[src/rtl/core/ghrc_pkg.sv]
// Package: types and constants shared by the guest/host register cache.
`timescale 1ns / 1ps
package ghrc_pkg;

  localparam int unsigned OpW = 3;
  localparam int unsigned KindW = 3;
  localparam int unsigned ActW = 2;
  localparam int unsigned TypeW = 3;
  localparam int unsigned GIdxW = 5;
  localparam int unsigned HIdxW = 4;
  localparam int unsigned MaskW = 16;
  localparam logic [MaskW-1:0] MaskReset = 16'hF00F;

  localparam logic [OpW-1:0] OpMap = 3'd0;
  localparam logic [OpW-1:0] OpMark = 3'd1;
  localparam logic [OpW-1:0] OpUnlock = 3'd2;
  localparam logic [OpW-1:0] OpClearJump = 3'd3;
  localparam logic [OpW-1:0] OpClearBranch = 3'd4;
  localparam logic [OpW-1:0] OpReset = 3'd5;

  localparam logic [ActW-1:0] ActPlain = 2'd0;
  localparam logic [ActW-1:0] ActLoad = 2'd1;
  localparam logic [ActW-1:0] ActBranch = 2'd2;

  localparam logic [KindW-1:0] KindHost = 3'd0;
  localparam logic [KindW-1:0] KindSpill = 3'd1;
  localparam logic [KindW-1:0] KindLoad = 3'd2;
  localparam logic [KindW-1:0] KindZero = 3'd3;
  localparam logic [KindW-1:0] KindDone = 3'd4;
  localparam logic [KindW-1:0] KindNoFree = 3'd5;

  localparam logic [TypeW-1:0] TypeEmpty = 3'd0;
  localparam logic [TypeW-1:0] TypeReserved = 3'd1;

  typedef struct packed {
    logic [OpW-1:0]   operation;
    logic [GIdxW-1:0] guest_reg;
    logic [HIdxW-1:0] host_reg;
    logic [ActW-1:0]  action;
    logic [TypeW-1:0] host_type;
  } req_t;

  typedef struct packed {
    logic [KindW-1:0] kind;
    logic [HIdxW-1:0] host_index;
    logic [GIdxW-1:0] guest_index;
    logic             last;
  } rsp_t;

endpackage

[src/rtl/core/guest_host_register_cache.sv]
// Top level: guest-to-host register cache with a sequencer over the state tables.
// One operation is taken at a time; inputs are stalled until its last result has been
// handed to the output register. The sequencer walks the tables one entry per cycle,
// holding an entry while a result for it cannot enter the full, stalled output register.
// Spill and load results leave in the scan step that finds them.
`timescale 1ns / 1ps
module guest_host_register_cache #(
  parameter int unsigned GUEST_REGS = 32,
  parameter int unsigned HOST_REGS = 16
) (
  input  logic           clk_i,
  input  logic           rst_ni,
  input  logic           in_valid,
  output logic           in_stall,
  input  ghrc_pkg::req_t in_data_i,
  output logic           out_valid,
  input  logic           out_stall,
  output ghrc_pkg::rsp_t out_data_o,
  input  logic           cfg_valid,
  output logic           cfg_ready,
  input  logic [ghrc_pkg::MaskW-1:0] cfg_data_i
);
  localparam int unsigned GW = (GUEST_REGS > 1) ? $clog2(GUEST_REGS) : 1;
  localparam int unsigned HW = (HOST_REGS > 1) ? $clog2(HOST_REGS) : 1;
  localparam int unsigned GC = $clog2(GUEST_REGS + 1);
  localparam int unsigned HC = $clog2(HOST_REGS + 1);

  typedef enum logic [7:0] {
    StIdle   = 8'b00000001,
    StGuests = 8'b00000010,
    StHosts  = 8'b00000100,
    StScan   = 8'b00001000,
    StFree   = 8'b00010000,
    StAlloc  = 8'b00100000,
    StFinal  = 8'b01000000,
    StEmit   = 8'b10000000
  } state_e;

  state_e state_q, state_d;
  logic [ghrc_pkg::MaskW-1:0] mask_q;
  logic [GUEST_REGS-1:0] gm_q, gd_q;
  logic [HW-1:0] g2h_q [GUEST_REGS];
  logic [ghrc_pkg::TypeW-1:0] hk_q [HOST_REGS];
  logic [HOST_REGS-1:0] hm_q, hb_q, hl_q;
  logic [GW-1:0] h2g_q [HOST_REGS];
  logic [HW-1:0] fo_q [HOST_REGS];
  logic [HC-1:0] ftot_q, cur_q;
  logic [GC-1:0] gi_q;
  logic [HC-1:0] hi_q;
  logic found_q;
  ghrc_pkg::req_t req_q;
  logic [GW-1:0] g_q;
  ghrc_pkg::rsp_t pend_q;
  state_e ret_q;

  logic push, full;
  ghrc_pkg::rsp_t push_data;

  ghrc_out_reg u_out (
    .clk_i, .rst_ni, .push_i(push), .data_i(push_data), .full_o(full),
    .valid_o(out_valid), .stall_i(out_stall), .data_o(out_data_o)
  );

  assign in_stall = (state_q != StIdle);
  assign cfg_ready = (state_q == StIdle);
  wire can_push = !full || !out_stall;

  function automatic ghrc_pkg::rsp_t mk(logic [ghrc_pkg::KindW-1:0] k, logic [HW-1:0] h,
                                        logic [GW-1:0] g, logic l);
    ghrc_pkg::rsp_t r;
    r.kind = k;
    r.host_index = ghrc_pkg::HIdxW'(h);
    r.guest_index = ghrc_pkg::GIdxW'(g);
    r.last = l;
    return r;
  endfunction

  function automatic logic [GW-1:0] gmod(logic [ghrc_pkg::GIdxW-1:0] v);
    logic [11:0] r;
    r = 12'(v);
    for (int s = 4; s >= 0; s--) begin
      if (r >= 12'(GUEST_REGS << s)) r = r - 12'(GUEST_REGS << s);
    end
    return GW'(r);
  endfunction

  wire [GW-1:0] gsel = gi_q[GW-1:0];
  wire [HW-1:0] hsel = hi_q[HW-1:0];
  wire [HW-1:0] gh = g2h_q[g_q];
  wire [HW-1:0] ch = fo_q[cur_q[HW-1:0]];
  wire [HW-1:0] fh = fo_q[hsel];
  wire [GW-1:0] fg = h2g_q[fh];
  wire [ghrc_pkg::ActW-1:0] act =
    (req_q.action == 2'd3) ? ghrc_pkg::ActPlain : req_q.action;
  wire hres = (32'(hi_q) < ghrc_pkg::MaskW) && mask_q[hi_q[HW-1:0]];

  always_ff @(posedge clk_i or negedge rst_ni) begin
    if (!rst_ni) begin
      state_q <= StHosts;
      mask_q <= ghrc_pkg::MaskReset;
      gm_q <= '0; gd_q <= '0; hm_q <= '0; hb_q <= '0; hl_q <= '0;
      ftot_q <= '0; cur_q <= '0; gi_q <= '0; hi_q <= '0; found_q <= 1'b0;
      ret_q <= StIdle;
    end else begin
      unique case (state_q)
        StIdle: begin
          if (cfg_valid) mask_q <= cfg_data_i;
          if (in_valid) begin
            req_q <= in_data_i;
            g_q <= gmod(in_data_i.guest_reg);
            gi_q <= '0; hi_q <= '0;
            unique case (in_data_i.operation)
              ghrc_pkg::OpMap: state_q <= StScan;
              ghrc_pkg::OpMark: begin
                gd_q[gmod(in_data_i.guest_reg)] <= 1'b1;
                state_q <= StFinal;
              end
              ghrc_pkg::OpUnlock: begin
                if (32'(in_data_i.host_reg) < HOST_REGS) begin
                  hl_q[HW'(in_data_i.host_reg)] <= 1'b0;
                  hb_q[HW'(in_data_i.host_reg)] <= 1'b0;
                end
                state_q <= StFinal;
              end
              ghrc_pkg::OpClearJump, ghrc_pkg::OpClearBranch: state_q <= StGuests;
              ghrc_pkg::OpReset: begin
                ftot_q <= '0; cur_q <= '0; state_q <= StHosts; ret_q <= StFinal;
              end
              default: state_q <= StFinal;
            endcase
          end
        end
        StHosts: begin
          if (hi_q == HC'(HOST_REGS)) begin
            gm_q <= '0; gd_q <= '0;
            for (int i = 0; i < GUEST_REGS; i++) g2h_q[i] <= '0;
            state_q <= (ret_q == StIdle) ? StIdle : StFinal;
          end else begin
            hk_q[hsel] <= hres ? ghrc_pkg::TypeReserved : ghrc_pkg::TypeEmpty;
            hm_q[hsel] <= 1'b0; h2g_q[hsel] <= '0; hb_q[hsel] <= 1'b0; hl_q[hsel] <= 1'b0;
            if (!hres) begin
              fo_q[ftot_q[HW-1:0]] <= hsel;
              ftot_q <= ftot_q + 1'b1;
            end
            hi_q <= hi_q + 1'b1;
          end
        end
        StGuests: begin
          if (gi_q == GC'(GUEST_REGS)) begin
            state_q <= StFinal;
          end else if (gm_q[gsel] && gd_q[gsel] && gi_q != '0 && !can_push) begin
          end else begin
            if (req_q.operation == ghrc_pkg::OpClearJump && gm_q[gsel]) begin
              gd_q[gsel] <= 1'b0; gm_q[gsel] <= 1'b0; g2h_q[gsel] <= '0;
              hm_q[g2h_q[gsel]] <= 1'b0; h2g_q[g2h_q[gsel]] <= '0;
              hk_q[g2h_q[gsel]] <= ghrc_pkg::TypeEmpty; hl_q[g2h_q[gsel]] <= 1'b0;
            end
            gi_q <= gi_q + 1'b1;
          end
        end
        StScan: begin
          if (gm_q[g_q]) begin
            if (act != ghrc_pkg::ActBranch) begin
              hl_q[gh] <= 1'b1;
              pend_q <= mk(ghrc_pkg::KindHost, gh, g_q, 1'b1);
              state_q <= StEmit; ret_q <= StIdle;
            end else if (!(g_q != '0 && gd_q[g_q]) || can_push) begin
              gd_q[g_q] <= 1'b0; gm_q[g_q] <= 1'b0; g2h_q[g_q] <= '0;
              hk_q[gh] <= req_q.host_type; hm_q[gh] <= 1'b0; h2g_q[gh] <= '0;
              hl_q[gh] <= 1'b1; hb_q[gh] <= 1'b1;
              pend_q <= mk(ghrc_pkg::KindHost, gh, g_q, 1'b1);
              state_q <= StEmit; ret_q <= StIdle;
            end
          end else if (cur_q < ftot_q && hk_q[ch] != ghrc_pkg::TypeEmpty) begin
            cur_q <= cur_q + 1'b1;
          end else if (cur_q >= ftot_q) begin
            hi_q <= '0; found_q <= 1'b0; state_q <= StFree;
          end else begin
            state_q <= StAlloc;
          end
        end
        StFree: begin
          if (hi_q >= ftot_q) begin
            if (found_q) begin
              state_q <= StAlloc;
            end else begin
              pend_q <= mk(ghrc_pkg::KindNoFree, '0, g_q, 1'b1);
              state_q <= StEmit; ret_q <= StIdle;
            end
          end else if (!hl_q[fh]) begin
            if (!(hm_q[fh] && gm_q[fg] && g2h_q[fg] == fh && fg != '0 && gd_q[fg])
                || can_push) begin
              if (hm_q[fh] && gm_q[fg] && g2h_q[fg] == fh) begin
                gd_q[fg] <= 1'b0; gm_q[fg] <= 1'b0; g2h_q[fg] <= '0;
              end
              hm_q[fh] <= 1'b0; h2g_q[fh] <= '0;
              hk_q[fh] <= ghrc_pkg::TypeEmpty; hl_q[fh] <= 1'b0;
              if (!found_q) begin
                cur_q <= hi_q; found_q <= 1'b1;
              end
              hi_q <= hi_q + 1'b1;
            end
          end else begin
            hi_q <= hi_q + 1'b1;
          end
        end
        StAlloc: begin
          if (act == ghrc_pkg::ActPlain || can_push) begin
            hk_q[ch] <= req_q.host_type; hl_q[ch] <= 1'b1; gd_q[g_q] <= 1'b0;
            if (act != ghrc_pkg::ActBranch) begin
              hm_q[ch] <= 1'b1; h2g_q[ch] <= g_q; gm_q[g_q] <= 1'b1; g2h_q[g_q] <= ch;
            end else begin
              hm_q[ch] <= 1'b0; h2g_q[ch] <= '0; hb_q[ch] <= 1'b1;
            end
            cur_q <= cur_q + 1'b1;
            pend_q <= mk(ghrc_pkg::KindHost, ch, g_q, 1'b1);
            state_q <= StEmit; ret_q <= StIdle;
          end
        end
        StFinal: begin
          pend_q <= mk(ghrc_pkg::KindDone, '0, '0, 1'b1);
          state_q <= StEmit; ret_q <= StIdle;
        end
        StEmit: begin
          if (can_push) state_q <= ret_q;
        end
        default: state_q <= StIdle;
      endcase
    end
  end

  always_comb begin
    push = 1'b0;
    push_data = pend_q;
    unique case (state_q)
      StGuests: begin
        push = (gi_q != GC'(GUEST_REGS)) && gm_q[gsel] && gd_q[gsel] && gi_q != '0
               && can_push;
        push_data = mk(ghrc_pkg::KindSpill, g2h_q[gsel], gsel, 1'b0);
      end
      StScan: begin
        push = gm_q[g_q] && act == ghrc_pkg::ActBranch && g_q != '0 && gd_q[g_q]
               && can_push;
        push_data = mk(ghrc_pkg::KindSpill, gh, g_q, 1'b0);
      end
      StFree: begin
        push = (hi_q < ftot_q) && !hl_q[fh] && hm_q[fh] && gm_q[fg] && g2h_q[fg] == fh
               && fg != '0 && gd_q[fg] && can_push;
        push_data = mk(ghrc_pkg::KindSpill, fh, fg, 1'b0);
      end
      StAlloc: begin
        push = act != ghrc_pkg::ActPlain && can_push;
        push_data = mk((g_q != '0) ? ghrc_pkg::KindLoad : ghrc_pkg::KindZero, ch, g_q,
                       1'b0);
      end
      StEmit: push = can_push;
      default: push = 1'b0;
    endcase
  end
endmodule

[src/rtl/core/ghrc_out_reg.sv]
// Output register: holds one result transfer until the consumer takes it.
`timescale 1ns / 1ps
module ghrc_out_reg (
  input  logic            clk_i,
  input  logic            rst_ni,
  input  logic            push_i,
  input  ghrc_pkg::rsp_t  data_i,
  output logic            full_o,
  output logic            valid_o,
  input  logic            stall_i,
  output ghrc_pkg::rsp_t  data_o
);
  logic full_q, full_d;
  ghrc_pkg::rsp_t data_q;

  always_comb begin
    full_d = full_q;
    if (full_q && !stall_i) full_d = 1'b0;
    if (push_i) full_d = 1'b1;
  end

  always_ff @(posedge clk_i or negedge rst_ni) begin
    if (!rst_ni) begin
      full_q <= 1'b0;
    end else begin
      full_q <= full_d;
    end
  end

  always_ff @(posedge clk_i) begin
    if (push_i) data_q <= data_i;
  end

  assign full_o = full_q;
  assign valid_o = full_q;
  assign data_o = data_q;
endmodule

[config.mk]
export PLATFORM = sky130hd
export DESIGN_NAME = guest_host_register_cache
export DESIGN_NICKNAME = d
export VERILOG_FILES = /design/src/rtl/core/ghrc_pkg.sv /design/src/rtl/core/guest_host_register_cache.sv /design/src/rtl/core/ghrc_out_reg.sv
export SDC_FILE = /design/constraint.sdc
export NUM_CORES = 1
export LEC_CHECK = 0
export BUFFER_PORTS_ARGS = -buffer_cell sky130_fd_sc_hd__buf_4
export CAP_MARGIN = 10
export CORE_UTILIZATION = 40
export CTS_BUF_LIST = sky130_fd_sc_hd__clkbuf_2 sky130_fd_sc_hd__clkbuf_4 sky130_fd_sc_hd__clkbuf_8
export DETAILED_ROUTE_END_ITERATION = 10
export GPL_TIMING_DRIVEN = 0
export PLACE_DENSITY_LB_ADDON = 0.05
export SYNTH_ARGS = -nofsm -noshare
export SYNTH_HDL_FRONTEND = slang
export SYNTH_SLANG_ARGS = --single-unit
[constraint.sdc]
create_clock -name clk_i -period 8.91 [get_ports clk_i]
set_input_delay 0 -clock clk_i [delete_from_list [all_inputs] [get_ports clk_i]]
set_output_delay 0 -clock clk_i [all_outputs]
set_load 0.02 [all_outputs]
Word-level counts from Yosys, hierarchy flattened:

Memories as Yosys holds them, arrays and structs flattened. A register that Yosys moved wholly into a read port is not among the register bits.
Cells that the tools add are included.

* add/subtract/negate cells: 4
* $mul: 0
* divide/modulo/power cells: 0
* magnitude comparators: 25
* equality and inequality tests: 54
* shifts and indexed selects: 0
* multiplexer cells: 242
* bitwise gates (word level): 31
* reductions and logical operators: 101

Operators with widths (number)
* $mux 32: 26
* $mux 16: 25
* $and 32x32->32: 6
* $pmux 32 s6: 1
* $pmux 32 s5: 1
* $mux 8: 19
* $and 16x16->16: 9
* $mux 5: 28
* $pmux 13 s4: 2
* $not 16->16: 6
* $not 32->32: 3
* $pmux 16 s6: 1
* $mux 1: 82
* $pmux 16 s5: 1
* $mux 13: 6
* $or 32x32->32: 2
* $pmux 8 s8: 1
* $ne 2x2->1 const B: 25
* $logic_and 1x1->1: 48
* $mux 4: 12
* $or 16x16->16: 3
* $pmux 5 s4: 2
* $pmux 8 s5: 1
* $bmux 1 s5: 6
* 66 further kinds: 141

* bits in registers: 190
* bits in latches: 0
* RAM bits: 320
* ROM bits: 0
* output and inout bits: 16
* memories: 4

Memories
* g2h_q: words 32, bits a word 4, read ports 3, clocked after memory_dff 1, write ports 32, RTL line guest_host_register_cache.sv:42 `logic [HW-1:0] g2h_q [GUEST_REGS];`
* h2g_q: words 16, bits a word 5, read ports 1, clocked after memory_dff 0, write ports 1, RTL line guest_host_register_cache.sv:45 `logic [GW-1:0] h2g_q [HOST_REGS];`
* fo_q: words 16, bits a word 4, read ports 2, clocked after memory_dff 0, write ports 1, RTL line guest_host_register_cache.sv:46 `logic [HW-1:0] fo_q [HOST_REGS];`
* hk_q: words 16, bits a word 3, read ports 1, clocked after memory_dff 0, write ports 1, RTL line guest_host_register_cache.sv:43 `logic [ghrc_pkg::TypeW-1:0] hk_q [HOST_REGS];`

Depth between registers and ports, before layout:

Gate-level depths: netlist of run 1.
An unclocked memory read counts as a cell.

* word-level depth: 19
* gate-level depth with buffers: 27
* gate-level depth less buffers: 17

By module:

Synthesis of run 1 repeated with hierarchy kept, for this count alone.

* cell total of the unflattened synthesis: 3193
* area total of the unflattened synthesis: 31869.3 µm²

By module, submodules not included
* guest_host_register_cache: instances 1, cells an instance 3177, area an instance 31438.9 µm², sequential area each 14046.0 µm²
* ghrc_out_reg: instances 1, cells an instance 16, area an instance 430.4 µm², sequential area each 415.4 µm²

Worst setup path before layout of run 1:

Ideal clock, no wire load.

* path type: flip-flop to flip-flop
* start point: register hi_q[0]
* end point: memory h2g_q[6][0] in the netlist's numbering (enable)
* library setup time: 387 ps
* arrival time: 5998 ps
* slack: 2525 ps
* cell stages (with the launch flop): 22
* period minus slack after synthesis: 6385 ps
* path through: dfrtp_1 > buf_2 > buf_2 > mux4_2 > mux2_2 > o21ai_0 > nor2_1 > nor4b_2 > or4_1 > buf_4 > buf_4 > mux2i_1 > a221oi_1 > a21oi_1 > nor4_1 > xnor2_1 > and3_1 > buf_2 > a31oi_2 > mux2_2 > o21a_1 > a2111oi_1

* word-level cells in the longest chain between the ends: 19
* elaborated cells between the ends (all ways): 40

RTL lines
* from (decl): RTL line guest_host_register_cache.sv:49 `logic [HC-1:0] hi_q;`
* from (signal assigned): RTL line guest_host_register_cache.sv:145 `hi_q <= hi_q + 1'b1;`
* from (signal assigned): RTL line guest_host_register_cache.sv:201 `hi_q <= hi_q + 1'b1;`
* from (signal assigned): RTL line guest_host_register_cache.sv:204 `hi_q <= hi_q + 1'b1;`
* branches (longest 19 deep; another with $mem_v2 16x5)
* to (decl): RTL line guest_host_register_cache.sv:45

Parallel ways; which one is timed is not known. The select of a mux whose other input is x is not followed.

Worst setup path after layout of run 1:

* start point: register hi_q[0]
* end point: memory h2g_q[10][2] in the netlist's numbering (enable)

The elaborated chain is that of the path after synthesis.

==> results by stage, run 1 <==
Clock tree:
- The tree is rooted in a sky130_fd_sc_hd__clkbuf_8.
- The clock network latency to the later pin of the worst-skew pair is 0.76 ns.
- For this design, the sink count on the clock tree is 507.
- Clock-pin slew was measured on the worst setup and hold paths at 0.07 ns.
- The CTS tree is done.
- Counting along the longest clock path gives a buffer depth of 3.
- The H-tree depth is 3.
- Buffers inserted during clock tree synthesis total 90.

Setup path:
- The launching element type of the critical path is a register.
- The cell class contributing the biggest share of worst-path delay is buffers and inverters.
- The count of buffering cells on the critical path with inverters included is 7.
- The critical setup path kind is register to register.
- Data on the critical path is required at its endpoint by 9.35 ns.
- In this design, the critical path's most frequently occurring cell is sky130_fd_sc_hd__buf_2.
- The data arrival time of the critical path is 9.21 ns.
- For this run, the slowest stage of the critical path takes 0.62 ns.
- Traced cell by cell, the critical path runs through buf_2 -> buf_2 -> mux4_2 -> nand2_1 -> nand4_1 -> clkbuf_2 -> nor4_1 -> a41oi_1 -> mux2i_2 -> o21a_2 -> buf_4 -> buf_2 -> nand2_1 -> o22ai_1 -> a211o_1 -> or3_1 -> clkbuf_1 -> o311a_1 -> a2bb2oi_1 -> o211ai_1 -> nor3b_1 -> buf_2.
- STA classifies the critical path endpoint as a register.
- The highest fanout seen on the critical path is 19.
- The highest-delay cell along the critical path is sky130_fd_sc_hd__mux4_2.

Synthesis:
- The number of enable flip-flop cells after synthesis is 357.
- The net count of the mapped netlist is 3212.
- The number of warnings reported in the yosys synthesis log is 0.
- The total of flip-flops plus latches after synthesis is 507.
- The sequential element share of the synthesized area is 45.5%.
- The top cell type by area accounts for 33.7% of the synthesized area.
- The async set-reset flop share out of synthesis is 28.6%.
- Synthesis produced a netlist whose cell count is 3150.
- The top cell type by total area after synthesis is sky130_fd_sc_hd__edfxtp_1.
- The number of distinct library cells after synthesis is 103.
- By area the synthesized netlist is led by sky130_fd_sc_hd__edfxtp_1, sky130_fd_sc_hd__dfrtp_1, sky130_fd_sc_hd__mux4_2, sky130_fd_sc_hd__nor2_1, sky130_fd_sc_hd__nand2_1.
- The area of the mapped netlist is 31800 um^2.
- In the synthesized netlist the dominant register cell turns out to be sky130_fd_sc_hd__edfxtp_1.
- In this run the mean area of a mapped cell was 10.1 um^2.

Floorplanning:
- In this run the core area contains 102 standard-cell rows.
- The floorplan step set the die width to 284 um.
- The area of the core region is 78000 um^2.
- For this configuration, the core starts out at a cell density of 40.7%.
- The I/O pin total is 54.
- The y dimension of the die is 284 um.
- The die covers 80600 um^2.

Routing:
- The post-detailed-routing wire length is 152 mm.
- The detail route stage leaves a number of antenna-violating nets equal to 0.
- Summing over every cut layer, the via total after detailed routing is 30195.
- The first routing iteration left 4255 violations.
- The detailed-routing iteration count for the pre-antenna-repair pass is 6.
- After detailed routing, the number of vias per cell comes to 6.71.
- In the final routed layout, each cell accounts on average for 33.8 um.
- After detailed routing, the number of remaining DRC violations is 0.

Place:
- After legalization and detailed placement, the total HPWL measured 114 mm.
- The number of instances in the placed design is 4256.
- The placed instances occupy a cell area of 33700 um^2.
- Port buffering added 53 buffers.
- The final estimated routing congestion in global placement is 1.04.
- Before CTS, the worst setup slack after placement is -1.13 ns.

Timing:
- Of the available clock period, the critical path in the final layout requires 98.5%.
- The setup clock skew after layout is 0.0622 ns.
- The post-layout minimum cycle time is 8.77 ns.
- The count of final hold-check violations is 0.
- The normalized max-slew margin is 9.54%.
- Setup slack on the critical path of the routed design comes to 0.137 ns.
- The number of setup violations in the final report is 0.
- Derived from the worst setup path, the maximum achievable clock frequency is 114 MHz.
- The number of slew-limit violations in the final report is 0.
- Setup repair after global routing left no endpoint under its margin.
- For the pin with the worst max-slew slack, the measured transition is 1.35 ns.

Layout:
- The filler-free cell count of the finished design is 4497.
- From synthesis to final layout, the design area changed by 14.7%.
- Cells fill 46.7% of the core in the end.
- The final instance area is 36400 um^2.
- The post-route netlist has 16.6% of its cells at a drive strength greater than 1.
- The register area is 14500 um^2.
- Summing all multi-input logic gate instances after layout gives 16200 um^2.
- Fill cells in the final layout number 7487.
- The final net count is 3442.
- In the layout the commonest cells are sky130_fd_sc_hd__nor2_1, sky130_fd_sc_hd__nand2_1, sky130_fd_sc_hd__edfxtp_1.
- The library cell used most frequently in the layout, excluding fill and tap cells, is sky130_fd_sc_hd__nor2_1.

Pwr:
- The total power is 0.00994 W.
- For this design the ratio of total power to cell area is 273 nW/um^2.
- The worst-case IR drop observed on VDD is 0.141 mV.
- The leakage component of the power is 12.6 nW.

Global route:
- The largest net degree at the start of global routing is 95.
- Summed over all layers, the global routing overflow is 0.
- The first global-routing pass estimated 213 mm of wire.
- The number of global-route vias before repair is 28788.
- The number of antenna violations at the first check in global routing is 6.
- Global routing used 36.9% of the available tracks across all layers.

Outcome:
- The run finished with clean final reports.

Job:
- Across the run, the number of max-cap violations was 0.

Min path:
- The worst hold path belongs to the class primary input to register.
[cells in the mapped netlist (21+ instances only)]
cell type and n:
sky130_fd_sc_hd__nor2_1 402, sky130_fd_sc_hd__nand2_1 364, sky130_fd_sc_hd__edfxtp_1 357, sky130_fd_sc_hd__a21oi_1 250, sky130_fd_sc_hd__clkbuf_1 149, sky130_fd_sc_hd__o21ai_0 142, sky130_fd_sc_hd__dfrtp_1 135, sky130_fd_sc_hd__mux4_2 127
sky130_fd_sc_hd__mux2i_1 108, sky130_fd_sc_hd__nand3_1 81, sky130_fd_sc_hd__a31oi_1 67, sky130_fd_sc_hd__nor3_1 66, sky130_fd_sc_hd__inv_1 58, sky130_fd_sc_hd__o211ai_1 37, sky130_fd_sc_hd__o22ai_1 37, sky130_fd_sc_hd__a211oi_1 36
sky130_fd_sc_hd__and3_1 36, sky130_fd_sc_hd__mux2_2 35, sky130_fd_sc_hd__buf_2 34, sky130_fd_sc_hd__and2_1 32, sky130_fd_sc_hd__nor2b_1 28, sky130_fd_sc_hd__nand2b_1 27, sky130_fd_sc_hd__o2111ai_1 27, sky130_fd_sc_hd__or2_2 27
sky130_fd_sc_hd__nand4_1 25, sky130_fd_sc_hd__ha_1 24, sky130_fd_sc_hd__a22oi_1 21, sky130_fd_sc_hd__buf_1 21
[worst register-to-register path, cell delays in order (launching register included)]
cell                        delay (ns)
sky130_fd_sc_hd__dfrtp_2          0.61
sky130_fd_sc_hd__buf_2            0.38
sky130_fd_sc_hd__buf_2            0.49
sky130_fd_sc_hd__mux4_2           0.62
sky130_fd_sc_hd__nand2_1          0.11
sky130_fd_sc_hd__nand4_1          0.32
sky130_fd_sc_hd__clkbuf_2         0.39
sky130_fd_sc_hd__nor4_1           0.36
sky130_fd_sc_hd__a41oi_1          0.09
sky130_fd_sc_hd__mux2i_2          0.48
sky130_fd_sc_hd__o21a_2           0.28
sky130_fd_sc_hd__buf_4            0.24
sky130_fd_sc_hd__buf_2            0.42
sky130_fd_sc_hd__nand2_1          0.59
sky130_fd_sc_hd__o22ai_1          0.40
sky130_fd_sc_hd__a211o_1          0.26
sky130_fd_sc_hd__or3_1            0.13
sky130_fd_sc_hd__clkbuf_1         0.23
sky130_fd_sc_hd__o311a_1          0.23
sky130_fd_sc_hd__a2bb2oi_1        0.53
sky130_fd_sc_hd__o211ai_1         0.45
sky130_fd_sc_hd__nor3b_1          0.54
sky130_fd_sc_hd__buf_2            0.31
[cell families after synthesis]
group | Yosys count | share of synthesized area (%)
compound gates | 859 | 18.1
flops | 507 | 45.5
simple gates | 1193 | 17.6
buf+inv | 286 | 3.88
fa+ha+maj | 24 | 0.945
xor+xnor | 7 | 0.193
mux | 274 | 13.8
[stage by stage]
| stage | hold slack [ns] | TNS, ns |
|---|---|---|
| final | 0.0351 | 0 |
| after global placement | 0.180 | -177.30 |
| after detailed placement | -0.0281 | -184.26 |
| after floorplan | -0.296 | 0 |
| after CTS | 0.000305 | 0 |
| after global routing | 0.0370 | 0 |
[final timing paths]
| check | from | endpoint | slack (ns) | depth (start not counted) |
|---|---|---|---|---|
| max | hi_q[0] | h2g_q[10][2] | 0.14 | 22 |
| min | cfg_data_i[5] | mask_q[5] | 0.04 | 3 |
| max reg2reg | hi_q[0] | h2g_q[10][2] | 0.14 | 22 |
| min reg2reg | ret_q[0] | ret_q[0] | 0.48 | 2 |
| max in group asynchronous | rst_ni | gd_q[16] | 7.86 | 4 |
| min in group asynchronous | rst_ni | mask_q[13] | 0.40 | 3 |
[state kept, by name (all words and copies together) (netlist names), 5 cells and up, named ones only]
name	count
gi_q	6
req_q	8
g2h_q	128
cur_q	5
pend_q	11
state_q	8
mask_q	16
hi_q	5
fo_q	64
hk_q	48
g_q	5
hl_q	16
h2g_q	80
gm_q	32
u_out.data_o	13
gd_q	32
ftot_q	5
[power breakdown]
group	leakage [nW]	total [W]	switching, W	internal, W
Combinational	6.34	0.00460	0.00319	0.00141
Clock	1.00	0.00237	0.00112	0.00124
Sequential	5.25	0.00298	0.000222	0.00275
Total	12.6	0.00994	0.00453	0.00541
[layout make-up]
cell class                      count  share of cell area, %
Antenna cell                        3                 0.0206
Clock buffer                      118                   4.03
Inverter                           59                  0.608
Multi-Input combinational cell   2357                   44.6
Buffer                            226                   2.83
Clock inverter                     48                   1.16
Sequential cell                   507                   39.7
Tap cell                         1040                   3.57
Timing Repair Buffer              139                   3.52
[layer usage]
metal  vias up  GRT usage [%]  part of all wire (%)
li1      12508              -                     -
met1     15293           51.5                    42
met2      2000           54.2                    43
met3       392           7.67                    10
met4         2           18.3                   5.6
met5         -              0                0.0085
[what timing repair did]
action | in CTS | in global routing
hold buffers | 64 | 0
setup endpoints to repair | 409 | 362
resized for setup | 18 | 16
pin swaps | 1 | 1
cloned | 0 | 0
hold endpoints to repair | 234 | 0
buffers inserted | 2 | 3
(Power assumes the default switching activity.)
==> run 2: changes to the inputs <==
==> constraint.sdc (replaced) <==
create_clock -name clk_i -period 8.91 [get_ports clk_i]
set_input_delay 1.782 -clock clk_i [delete_from_list [all_inputs] [get_ports clk_i]]
set_output_delay 1.782 -clock clk_i [all_outputs]
set_load 0.02 [all_outputs]
==> results by stage, run 2 (synthesis results as in run 1) <==
Routing:
- The detailed-route via count came to 29938 (-0.85%).
- The iteration-0 DRC count of the detailed router is 4175 (-1.9%).
- The average wire per cell in the routed design was 34.1 um (+0.70%).
- The number of design rule violations left after detail routing is 0 (unchanged).
- The post-detailed-routing wire length is 151 mm (-0.71%).
- The detailed-routing iteration count for the pre-antenna-repair pass is 9 (+3).
- The count of antenna-violating nets left after detailed routing was 0 (unchanged).
- The per-cell via count in the routed design came to 6.75 (+0.56%).

Floorplanning:
- The I/O pin total is 54 (unchanged).
- The full die area is 80600 um^2 (unchanged).
- The y dimension of the die was 284 um (unchanged).
- The area of the core region is 78000 um^2 (unchanged).
- The effective utilization at floorplan is 40.7% (unchanged).
- The number of placement rows is 102 (unchanged).
- The horizontal die dimension is 284 um (unchanged).

Global route:
- The number of global-route vias before repair is 28516 (-0.94%).
- The total track usage is 36.7% (-0.24 points).
- The number of antenna violations at the first check in global routing is 6 (unchanged).
- The first-pass GRT wire length is 212 mm (-0.69%).
- The total grt overflow is 0 (unchanged).
- The largest net degree at the start of global routing is 95 (unchanged).

Pwr:
- The sequential group share of total power was 30.1% (+0.2 points).
- The leakage component of the power was 12.3 nW (-2.1%).
- The part of the total power dissipated in the clock network is 23.9% (about the same).
- The maximum VDD drop is 0.141 mV (+0.48%).
- The portion of total power attributed to combinational logic is 46.0% (-0.3 points).
- The design internal power was 0.00537 W (-0.68%).
- The net switching power figure came to 0.00450 W (-0.61%).
- The switching fraction of total power is 45.6% (about the same).
- The total power divided by cell area is 276 nW/um^2 (+1.1%).

Timing:
- The setup slack after layout is 0.208 ns (+0.0701 ns).
- The normalized max-slew margin came to 11.4% (+1.9 points).
- Setup repair after global routing left no endpoint under its margin.
- The setup clock skew after layout is 0.0657 ns (+0.00352 ns).
- The post-layout minimum cycle time was 8.70 ns (-0.0701 ns).
- The pin slew with the least headroom to its limit is 1.32 ns (-0.0282 ns).
- The top achievable clock speed is 115 MHz (+0.81%).
- The count of final hold-check violations was 0 (unchanged).
- The number of slew-limit violations in the final report came to 0 (unchanged).
- The number of setup violations in the final report is 0 (unchanged).
- The portion of the clock cycle consumed by the worst path in the final layout is 97.7% (-0.79 points).

Setup path:
- The highest fanout seen on the critical path is 19 (unchanged).
- The launching element type of the critical path is a register.
- The data arrival time of the critical path is 9.35 ns (+0.14 ns).
- The required time at the endpoint of the critical path is 9.56 ns (+0.21 ns).
- The critical path is of the register to register type.
- Among the stages of the critical path, the cell type that occurs most often is sky130_fd_sc_hd__buf_2.
- The critical path's largest stage delay is 0.95 ns (+0.33 ns).
- In this design, the largest share of critical-path delay is due to compound AO/OA/AOI/OAI gates.
- Among all stages on the critical path, the largest delay is contributed by sky130_fd_sc_hd__a211oi_1.
- The count of buffering cells on the critical path with inverters included is 7 (unchanged).
- The critical path starts at hi_q[0].
- The number of cells on the worst reg-to-reg path came to 23 (+4.5%).
- Traced cell by cell, the critical path runs through buf_2 -> buf_2 -> mux4_2 -> nand2_1 -> and4_1 -> buf_2 -> a21oi_1 -> a32oi_2 -> nand2_1 -> o32ai_4 -> buf_2 -> and2_0 -> clkbuf_1 -> a32oi_1 -> o22ai_1 -> nor2_1 -> nand4_1 -> nand4_1 -> a211oi_1 -> buf_2 -> buf_2 -> a21oi_1 -> a21oi_1.
- In this run the critical register-to-register path is captured at gd_q[27].
- The category of the worst setup path capture point is a register.
- The worst flop-to-flop path startpoint is hi_q[0].
- The reg2reg setup slack is 0.21 ns (+0.07 ns).

Job:
- The max capacitance violation total is 0 (unchanged).

Layout:
- Ranked by flip-flop count, first place goes to g2h_q.
- The share of final-layout standard cells stronger than drive strength 1 is 16.9% (+0.34 points).
- The flip-flop count of the largest register after layout is 128 (unchanged).
- The final net count came to 3379 (-1.8%).
- From synthesis to final layout, the design area changed by 12.7%.
- The top cell types in the final layout, fill and taps aside, are sky130_fd_sc_hd__nor2_1, sky130_fd_sc_hd__nand2_1, sky130_fd_sc_hd__edfxtp_1.
- The most common library cell in the layout ignoring fill and taps is sky130_fd_sc_hd__nor2_1.
- The filler-free cell count of the finished design is 4434 (-1.4%).
- The number of fillers in the final layout was 7530 (+0.57%).
- The final instance area is 35800 um^2 (-1.7%).

Min path:
- The cell count of the worst hold path is 2 (-1).
- The start point of the worst min-delay path is ret_q[0].
- In this run the worst hold path is classified as register to register.
- The worst hold path terminates at ret_q[0].

Place:
- The HPWL after detailed placement is 114 mm (unchanged).
- The cell area after placement is 33700 um^2 (unchanged).
- The number of instances in the placed design is 4256 (unchanged).
- The final estimated routing congestion in global placement is 1.04 (unchanged).
- The port buffer count came to 53 (unchanged).
- The worst setup timing slack at the placement stage is -1.13 ns (unchanged).

Clock tree:
- The sink count of the clock tree is 507 (unchanged).
- In this run the clock root is driven by a sky130_fd_sc_hd__clkbuf_8.
- The number of clock buffers inserted by TritonCTS was 90 (unchanged).
- The largest buffer count on any clock path came to 3 (unchanged).
- The clock network latency to the later pin of the worst-skew pair is 0.77 ns (about the same).
- The CTS tree is done.
- The clock transition at the register clock pins on the worst setup and hold paths after CTS came to 0.07 ns (about the same).
- The H-tree depth is 3 (unchanged).

Outcome:
- The run finished with clean final reports.
-- run 2: cell count changes in the layout (fill, tap and decap cells not counted), sizes merged --
cell         before  now
dlygate4sd3      63    0
-- run 2: metrics by stage --
step	power, W	hold WS (ns)	util (%)	setup TNS, ns
floorplan	0.00548	0.446	-	0
global placement	0.00725	0.463	42.9	-177.30
CTS	0.00968	0.473	45.7	0
detailed placement	0.00731	0.465	43.2	-184.26
global route	0.0101	0.506	45.9	0
finish	0.00987	0.482	45.9	0
-- run 2: final cells by class --
type / count / area [um^2] / area share (%)
Tap cell: 1040 / 1300 / 3.64
Multi-Input combinational cell: 2357 / 16200 / 45.4
Inverter: 59 / 221 / 0.619
Clock buffer: 118 / 1470 / 4.10
Timing Repair Buffer: 76 / 646 / 1.80
Sequential cell: 507 / 14500 / 40.4
Antenna cell: 3 / 7.51 / 0.0210
Clock inverter: 48 / 422 / 1.18
Buffer: 226 / 1030 / 2.88
-- run 2: worst min-delay path, stage by stage, from the launching register on --
cell                      delay [ns]
sky130_fd_sc_hd__dfstp_2        0.38
sky130_fd_sc_hd__nand2_1        0.05
sky130_fd_sc_hd__nand2_1        0.05
-- run 2: worst max path at each step --
stage | endpoint | slack (ns) | cells past startpoint
after global routing | g2h_q[12][3] | 0.01 | 22
final | gd_q[27] | 0.21 | 23
after CTS | g2h_q[0][2] | 0.08 | 22
after global placement | h2g_q[6][3] | -1.19 | 21
after floorplan | h2g_q[6][0] | 2.52 | 21
after detailed placement | h2g_q[9][1] | -1.13 | 19
-- run 2: metal layers --
metal | wire [um] | track usage, %
met3 | 15500 | 7.69
met1 | 62600 | 51.2
met4 | 8720 | 18.3
met5 | 13 | 0
met2 | 64300 | 53.7
-- run 2: power groups by stage --
stage | Sequential [W] | Clock (W) | Combinational [W]
6_report | 0.00297 | 0.00236 | 0.00454
5_1_grt | 0.00299 | 0.00248 | 0.00467
4_1_cts | 0.00296 | 0.00238 | 0.00434
3_5_place_dp | 0.00300 | 0 | 0.00431
3_3_place_gp | 0.00300 | 0 | 0.00426
2_1_floorplan | 0.00293 | 0 | 0.00256
-- run 2: timing repair --
action | in CTS | in global routing
endpoints found under the setup margin | 409 | 362
pin swaps | 1 | 1
hold buffers | 0 | 0
resized for setup | 18 | 17
buffers inserted | 2 | 4
